### config.mk
export PLATFORM = sky130hd
export DESIGN_NAME = clr_walker
export DESIGN_NICKNAME = d
export VERILOG_FILES = /design/src/sv/clr_pkg.sv /design/src/sv/clr_walker.sv
export SDC_FILE = /design/constraint.sdc
export NUM_CORES = 1
export LEC_CHECK = 0
export BUFFER_PORTS_ARGS = -buffer_cell sky130_fd_sc_hd__buf_2
export CAP_MARGIN = 20
export CORE_ASPECT_RATIO = 0.9
export CORE_MARGIN = 1
export CORE_UTILIZATION = 56
export DETAILED_ROUTE_END_ITERATION = 6
export PLACE_DENSITY_LB_ADDON = 0.2
export SLEW_MARGIN = 20
export SYNTH_ARGS = -nofsm -noshare
export SYNTH_HDL_FRONTEND = slang
export SYNTH_SLANG_ARGS = --single-unit
### constraint.sdc
create_clock -name clk -period 5.7 [get_ports clk]
set_input_delay 0.855 -clock clk [delete_from_list [all_inputs] [get_ports clk]]
set_output_delay 0.855 -clock clk [all_outputs]
set_load 0.02 [all_outputs]
### src/sv/clr_pkg.sv
// ----------------------------------------------------------------------------
// clr_pkg
// Shared types and constants for the clipped line rasteriser: default screen
// geometry, frame store word layout, operation codes and status bundles.
// ----------------------------------------------------------------------------
`default_nettype none

package clr_pkg;

  // Default geometry, handed to the top-level parameters.
  localparam int SCREEN_WIDTH_DEF  = 320;
  localparam int SCREEN_HEIGHT_DEF = 200;
  localparam int COORD_BITS_DEF    = 12;

  // The frame store packs this many one-bit pixels into each memory word.
  localparam int PIXELS_PER_WORD = 16;

  // Byte returned for a set pixel.
  localparam logic [7:0] PIXEL_ON  = 8'd255;
  localparam logic [7:0] PIXEL_OFF = 8'd0;

  // Operation carried by an input item.
  typedef enum logic {
    OP_DRAW = 1'b0,
    OP_READ = 1'b1
  } op_t;

  // Sequencer states of the top level.
  typedef enum logic [5:0] {
    ST_IDLE   = 6'b000001,
    ST_DRAW   = 6'b000010,
    ST_DRAIN  = 6'b000100,
    ST_RD_REQ = 6'b001000,
    ST_RD_WT  = 6'b010000,
    ST_FINISH = 6'b100000
  } state_t;

  // Status reported by the frame store to the sequencer.
  typedef struct packed {
    logic clearing;  // reset clearing pass in progress
    logic busy;      // an access is still in the pipeline
    logic rd_done;   // a pixel read completes this cycle
    logic rd_bit;    // value of that pixel
  } fb_status_t;

endpackage

`default_nettype wire

### src/sv/clr_walker.sv
// ----------------------------------------------------------------------------
// clr_walker
// Bresenham stepper. Loaded with two endpoints, it presents one visited
// pixel per cycle, marking the final pixel, which is always the end point.
// ----------------------------------------------------------------------------
`default_nettype none

module clr_walker #(
  parameter int COORD_BITS = 12
) (
  input  logic                         clk,
  input  logic                         rst_n,
  input  logic                         start,
  input  logic signed [COORD_BITS-1:0] x_start,
  input  logic signed [COORD_BITS-1:0] y_start,
  input  logic signed [COORD_BITS-1:0] x_end,
  input  logic signed [COORD_BITS-1:0] y_end,
  output logic                         pix_valid,
  output logic                         pix_last,
  output logic signed [COORD_BITS-1:0] pix_x,
  output logic signed [COORD_BITS-1:0] pix_y
);
  import clr_pkg::*;

  localparam int CB = COORD_BITS;
  localparam int EW = COORD_BITS + 3;

  logic                 active_r;
  logic signed [CB-1:0] x_r, y_r, xe_r, ye_r;
  logic [CB-1:0]        dx_r, dy_r;
  logic                 sx_neg_r, sy_neg_r;
  logic signed [EW-1:0] err_r;

  logic signed [CB:0]   ddx, ddy, adx, ady;
  logic [CB-1:0]        dx_init, dy_init;
  logic signed [EW-1:0] err_init, err_nxt;
  logic signed [EW:0]   e2, ndy, pdx;
  logic                 at_end, step_x, step_y;

  // Set-up: absolute deltas, directions and initial error term.
  always_comb begin
    ddx      = {x_end[CB-1], x_end} - {x_start[CB-1], x_start};
    ddy      = {y_end[CB-1], y_end} - {y_start[CB-1], y_start};
    adx      = ddx[CB] ? -ddx : ddx;
    ady      = ddy[CB] ? -ddy : ddy;
    dx_init  = adx[CB-1:0];
    dy_init  = ady[CB-1:0];
    err_init = $signed({3'b000, dx_init}) - $signed({3'b000, dy_init});
  end

  // One Bresenham step: doubled error compared against -dy and dx.
  always_comb begin
    at_end  = (x_r == xe_r) && (y_r == ye_r);
    e2      = {err_r, 1'b0};
    ndy     = -$signed({4'b0000, dy_r});
    pdx     = $signed({4'b0000, dx_r});
    step_x  = e2 > ndy;
    step_y  = e2 < pdx;
    err_nxt = err_r - (step_x ? $signed({3'b000, dy_r}) : EW'(0))
                    + (step_y ? $signed({3'b000, dx_r}) : EW'(0));
  end

  // Walk state.
  always_ff @(posedge clk) begin
    if (!rst_n) begin
      active_r <= 1'b0;
    end else if (start) begin
      active_r <= 1'b1;
    end else if (active_r && at_end) begin
      active_r <= 1'b0;
    end
  end

  always_ff @(posedge clk) begin
    if (start) begin
      x_r      <= x_start;
      y_r      <= y_start;
      xe_r     <= x_end;
      ye_r     <= y_end;
      dx_r     <= dx_init;
      dy_r     <= dy_init;
      sx_neg_r <= !(x_start < x_end);
      sy_neg_r <= !(y_start < y_end);
      err_r    <= err_init;
    end else if (active_r && !at_end) begin
      err_r <= err_nxt;
      if (step_x) begin
        x_r <= sx_neg_r ? x_r - CB'(1) : x_r + CB'(1);
      end
      if (step_y) begin
        y_r <= sy_neg_r ? y_r - CB'(1) : y_r + CB'(1);
      end
    end
  end

  assign pix_valid = active_r;
  assign pix_last  = active_r && at_end;
  assign pix_x     = x_r;
  assign pix_y     = y_r;

endmodule

`default_nettype wire

### Word level (Yosys, flattened, before mapping)

Cells that the tools add are included.
W data, S select, Z words.

| word-level totals | value |
|---|---|
| register bits | 90 |
| input port bits | 51 |
| output and inout bits | 26 |

| operators by class | value |
|---|---|
| add/subtract/negate cells | 12 |
| $lt $le $gt $ge | 4 |
| equal/unequal tests | 2 |
| multiplexer cells | 16 |
| reductions and logical operators | 12 |

Operators with widths:

| cell | number |
|---|---|
| $mux W12 | 12 |
| $sub A12 B12 Y13 | 3 |
| $mux W15 | 2 |
| $add A12 B2 Y12 const B | 2 |
| $eq A12 B12 Y1 | 2 |
| $lt A12 B12 Y1 | 2 |
| $neg A12 Y12 | 2 |
| $sub A12 B2 Y12 const B | 2 |
| $gt A16 B16 Y1 | 1 |
| $lt A16 B13 Y1 | 1 |
| $neg A12 Y16 | 1 |
| $add A15 B13 Y15 | 1 |
| $sub A15 B13 Y15 | 1 |
| $reduce_bool A2 Y1 | 4 |
| $reduce_and A2 Y1 | 2 |
| $logic_and A1 B1 Y1 | 3 |
| $logic_not A1 Y1 | 3 |
| $mux W1 | 2 |

### Depth between registers and ports, before layout

| depth | value |
|---|---|
| depth in word-level cells | 7 |
| depth in mapped cells | 28 |
| gate-level depth less buffers | 27 |

### Worst setup path before layout

OpenSTA, ideal clock, no wires.

| timing | value |
|---|---|
| path kind | register to register |
| from | reg dy_r[3] |
| to | reg err_r[14], data pin |
| library setup time | 0.269 ns |
| arrival | 5.230 ns |
| required time | 5.431 ns |
| setup slack | 0.201 ns |
| stages on the path, launching flop included | 26 |
| clock period less this slack | 5.499 ns |
| path through | edfxtp_1 -> nor4_1 -> nand2_1 -> nor4_1 -> xor2_1 -> ha_1 -> a21o_1 -> a21o_1 -> a21o_1 -> a21o_1 -> a21o_1 -> a2111oi_0 -> a21oi_1 -> clkbuf_1 -> and2_1 -> fa_1 -> inv_1 -> ha_1 -> a21o_1 -> a21o_1 -> a21o_1 -> a21oi_1 -> nor2b_1 -> a211oi_1 -> xnor2_1 -> o21ai_0 |

| between the ends | value |
|---|---|
| longest elaborated chain between the ends | 7 |

Ends and longest elaborated chain:

| item | RTL line | source |
|---|---|---|
| start, declared | clr_walker.sv:30 | `logic [CB-1:0] dx_r, dy_r;` |
| start signal, assigned | clr_walker.sv:81 | `dy_r <= dy_init;` |
| $neg A12 Y16 | clr_walker.sv:55 | `ndy = -$signed({4'b0000, dy_r});` |
| $gt A16 B16 Y1 | clr_walker.sv:57 | `step_x = e2 > ndy;` |
| $mux W12 (*) | clr_walker.sv:59 | `err_nxt = err_r - (step_x ? $signed({3'b000, dy_r}) : EW'(0))` |
| $sub A15 B13 Y15 (*) | clr_walker.sv:59 |  |
| $add A15 B13 Y15 (*) | clr_walker.sv:60 | `+ (step_y ? $signed({3'b000, dx_r}) : EW'(0));` |
| $mux W15 (*) | clr_walker.sv:85 | `end else if (active_r && !at_end) begin` |
| $mux W15 (*) | clr_walker.sv:75 | `if (start) begin` |
| end signal, assigned | clr_walker.sv:84 | `err_r <= err_init;` |
| end signal, assigned | clr_walker.sv:86 | `err_r <= err_nxt;` |
| end, declared | clr_walker.sv:32 | `logic signed [EW-1:0] err_r;` |

Every way passes the cells marked *; elsewhere a longest branch is shown, timed or not. The select of a mux whose other input is x is not followed.
A chain may end at the register's enable or synchronous reset.

### Final worst setup path

| timing | value |
|---|---|
| from | reg dy_r[2] |
| to | reg err_r[9], data pin |

The elaborated chain is that of the path after synthesis.

==> metrics.txt <==
outcome complete, no violations; synth unique cells 60; Routed WL 20600 um; # DRC 0; Die Width 134 um; Worst Hold Launch x_end[0]; critical-path maximum fanout 6; Starting Density 0.583; HP Class in -> reg; Hold-fix buffers, CTS 0; MaxCap Viol Count 0; f_max approximately 180 MHz; Initial DRT Pass Iterations 5; WP data arrival 5.51 ns; DRT iter0 DRCs about 380; Post-Layout Cell Count ~1300; die area about 0.016 mm2; grt ovf 0; pre-CTS WS -0.113 ns; final hold viol count 0; Final Max Tran Viols 0; share of layout cells above drive strength 1 0.167; VDD IR-drop max 615 uV; CTS root buf clkbuf_16; number of global-route vias before repair between 6000 and 7000; CTS H-tree depth 3; crit path from dy_r[2]; port buffer count between 70 and 80; Syn Nets 1123; WL per Instance 16.4 um; Vias per Instance around 5.7; async set-reset flop share out of synthesis 0; RSZ-0062 raised after global routing true; pwr/cell area 612 mW/mm2; core area 0.0150 mm2; r2r startpoint dy_r[2]; final setup margin 0.267 ns; Setup Viol. Count Final 0; # IOs 77; cells after synthesis 953; CP required 5.78 ns; Power Total 6.10 mW; row count 42; CP startpoint kind flop; Post-DRT Antenna Nets 0; DR vias just over 7000; Post-synth top flop edfxtp_1; # clock sinks 90; diode count 0; LEAKAGE approximately 4.5 nW; Die Y around 120 um; pin count of the biggest net entering global routing 49; placed cells 1233; Tightest Pin Transition 0.733 ns; Layout Nets 1224; total CTS buffers 9; # fillers 1258; CTS tree yes; P&R area growth vs syn 14.2%; clock skew 0.00928 ns; setup TNS 0 ns; Crit Path Class reg -> reg; gpl congestion roughly 0.93; element type at the critical path end flop; synthesized area 0.00873 mm2; fin area 0.00997 mm2; GRT Resource Usage Total 0.263; post-DP HPWL 16200 um; Final Cycle Share 0.953; relative slew slack 0.511; Max clock buf depth 2; Avg Inst Size Synth 9.16 um2; sequential area share after synthesis 0.308; first-pass GRT wire length 32900 um; Post-synth EDFFs 89; min Tclk post-route 5.43 ns; initial antenna violation count 1; Reg clk slew, reported paths about 0.070 ns; area post-placement 0.00947 mm2; warnings from Yosys 0; post-synthesis register bit count 90; Worst-Skew Late Latency 0.36 ns
==> power breakdown <==
group / leakage (nW) / switching, mW / total [mW] / internal [mW]
registers: 0.889 / 0.218 / 1.25 / 1.03
logic: 3.47 / 2.28 / 4.20 / 1.92
clock network: 0.153 / 0.269 / 0.655 / 0.386
total: 4.51 / 2.77 / 6.10 / 3.33
==> per-layer routing <==
layer | wire length, um | track usage
met1 | 9700 | 0.365
met2 | 9300 | 0.419
met3 | 1070 | 0.0474
met4 | 505 | 0.0803
met5 | 0 | 0
==> cells by family after synthesis <==
group           count (synthesis)  share of synthesized area
simple gates                  260                      0.148
compound gates                208                      0.155
buf+inv                       137                     0.0599
fa+ha+maj                     119                      0.185
xor+xnor                      118                      0.118
flops                          90                      0.308
mux                            21                     0.0259
==> through the flow <==
step / hold WS (ns) / util
global route: 0.682 / 0.665
finish: 0.686 / 0.665
floorplan: 0.760 / -
detailed placement: 0.691 / 0.632
CTS: 0.677 / 0.654
global placement: 0.682 / 0.632
==> flip-flops by register name, summed over array words and instances, names as in the netlist, 12 cells and up <==
signal  flops
err_r      15
dx_r       12
dy_r       12
pix_x      12
pix_y      12
xe_r       12
ye_r       12
==> cell usage after synthesis, drive strengths merged (9+ instances only) <==
cell type | instances | area share
ha | 102 | 0.15
nor3 | 20 | 0.011
mux2 | 13 | 0.017
nor4 | 14 | 0.010
xor2 | 43 | 0.043
xnor2 | 75 | 0.075
fa | 17 | 0.039
nand3 | 22 | 0.013
o31ai | 11 | 0.0095
clkbuf | 16 | 0.0069
nor2 | 46 | 0.020
nor2b | 13 | 0.010
and2 | 16 | 0.011
o21a | 19 | 0.016
a21o | 27 | 0.023
inv | 118 | 0.051
o21ai | 41 | 0.024
edfxtp | 89 | 0.31
a21oi | 60 | 0.036
nand2 | 82 | 0.035
nand4 | 9 | 0.0064
==> cells in the final DEF, fill, tap and decap left out, drive strengths merged, types with 7 or more instances in the layout <==
cell    Yosys  layout
nand2      82      82
xnor2      75      75
nor2b      13      13
edfxtp     89      89
and2       16      16
mux2       13      13
nor3       20      20
nand3      22      22
nor2       46      46
nor4       14      14
mux2i       8       8
inv       118     119
ha        102     102
xor2       43      43
o21a       19      19
o211ai      7       7
or3         8       8
o21ai      41      41
and3        7       7
a21o       27      27
nand4       9       9
fa         17      17
buf         3     109
a21oi      60      60
clkbuf     16      10
o31ai      11      11
==> layout make-up <==
type,count,area [um2],area share
clock buffer,10,229,0.0230
clock inverter,6,90.1,0.00904
inverter,118,443,0.0444
multi-input combinational,726,5630,0.565
sequential,90,2690,0.270
tap,198,248,0.0249
timing repair buffer,109,632,0.0634
==> what timing repair did <==
item                                    4_1_cts  5_1_grt
buffers inserted                              0        7
pin swaps                                     2       31
cloned                                        0        1
endpoints found under the setup margin        7        9
resized for setup                             4       27
==> worst max-delay path, cell delays in order, from the launching register on <==
cell       delay [ns]
edfxtp_1         0.40
nor4_2           0.31
nand2_1          0.14
nor4_2           0.33
xor2_1           0.22
ha_1             0.27
a21o_1           0.16
a21o_1           0.14
a21o_1           0.16
a21o_1           0.15
a21o_1           0.18
a2111oi_4        0.30
a21oi_2          0.16
and2_4           0.18
fa_1             0.52
inv_1            0.06
ha_1             0.29
a21o_1           0.18
a21oi_2          0.16
o21a_1           0.19
o21ai_2          0.09
a211oi_2         0.22
buf_4            0.15
xnor2_1          0.06
nor2_1           0.09
a21oi_1          0.05
==> path summary, 6_finish.rpt <==
kind / to / slack (ns) / cells after the start
min: xe_r[0] / 0.69 / 1
max reg2reg: err_r[9] / 0.27 / 25
min reg2reg: pix_y[0] / 0.70 / 1
max: err_r[9] / 0.27 / 25
(Power assumes the default switching activity.)
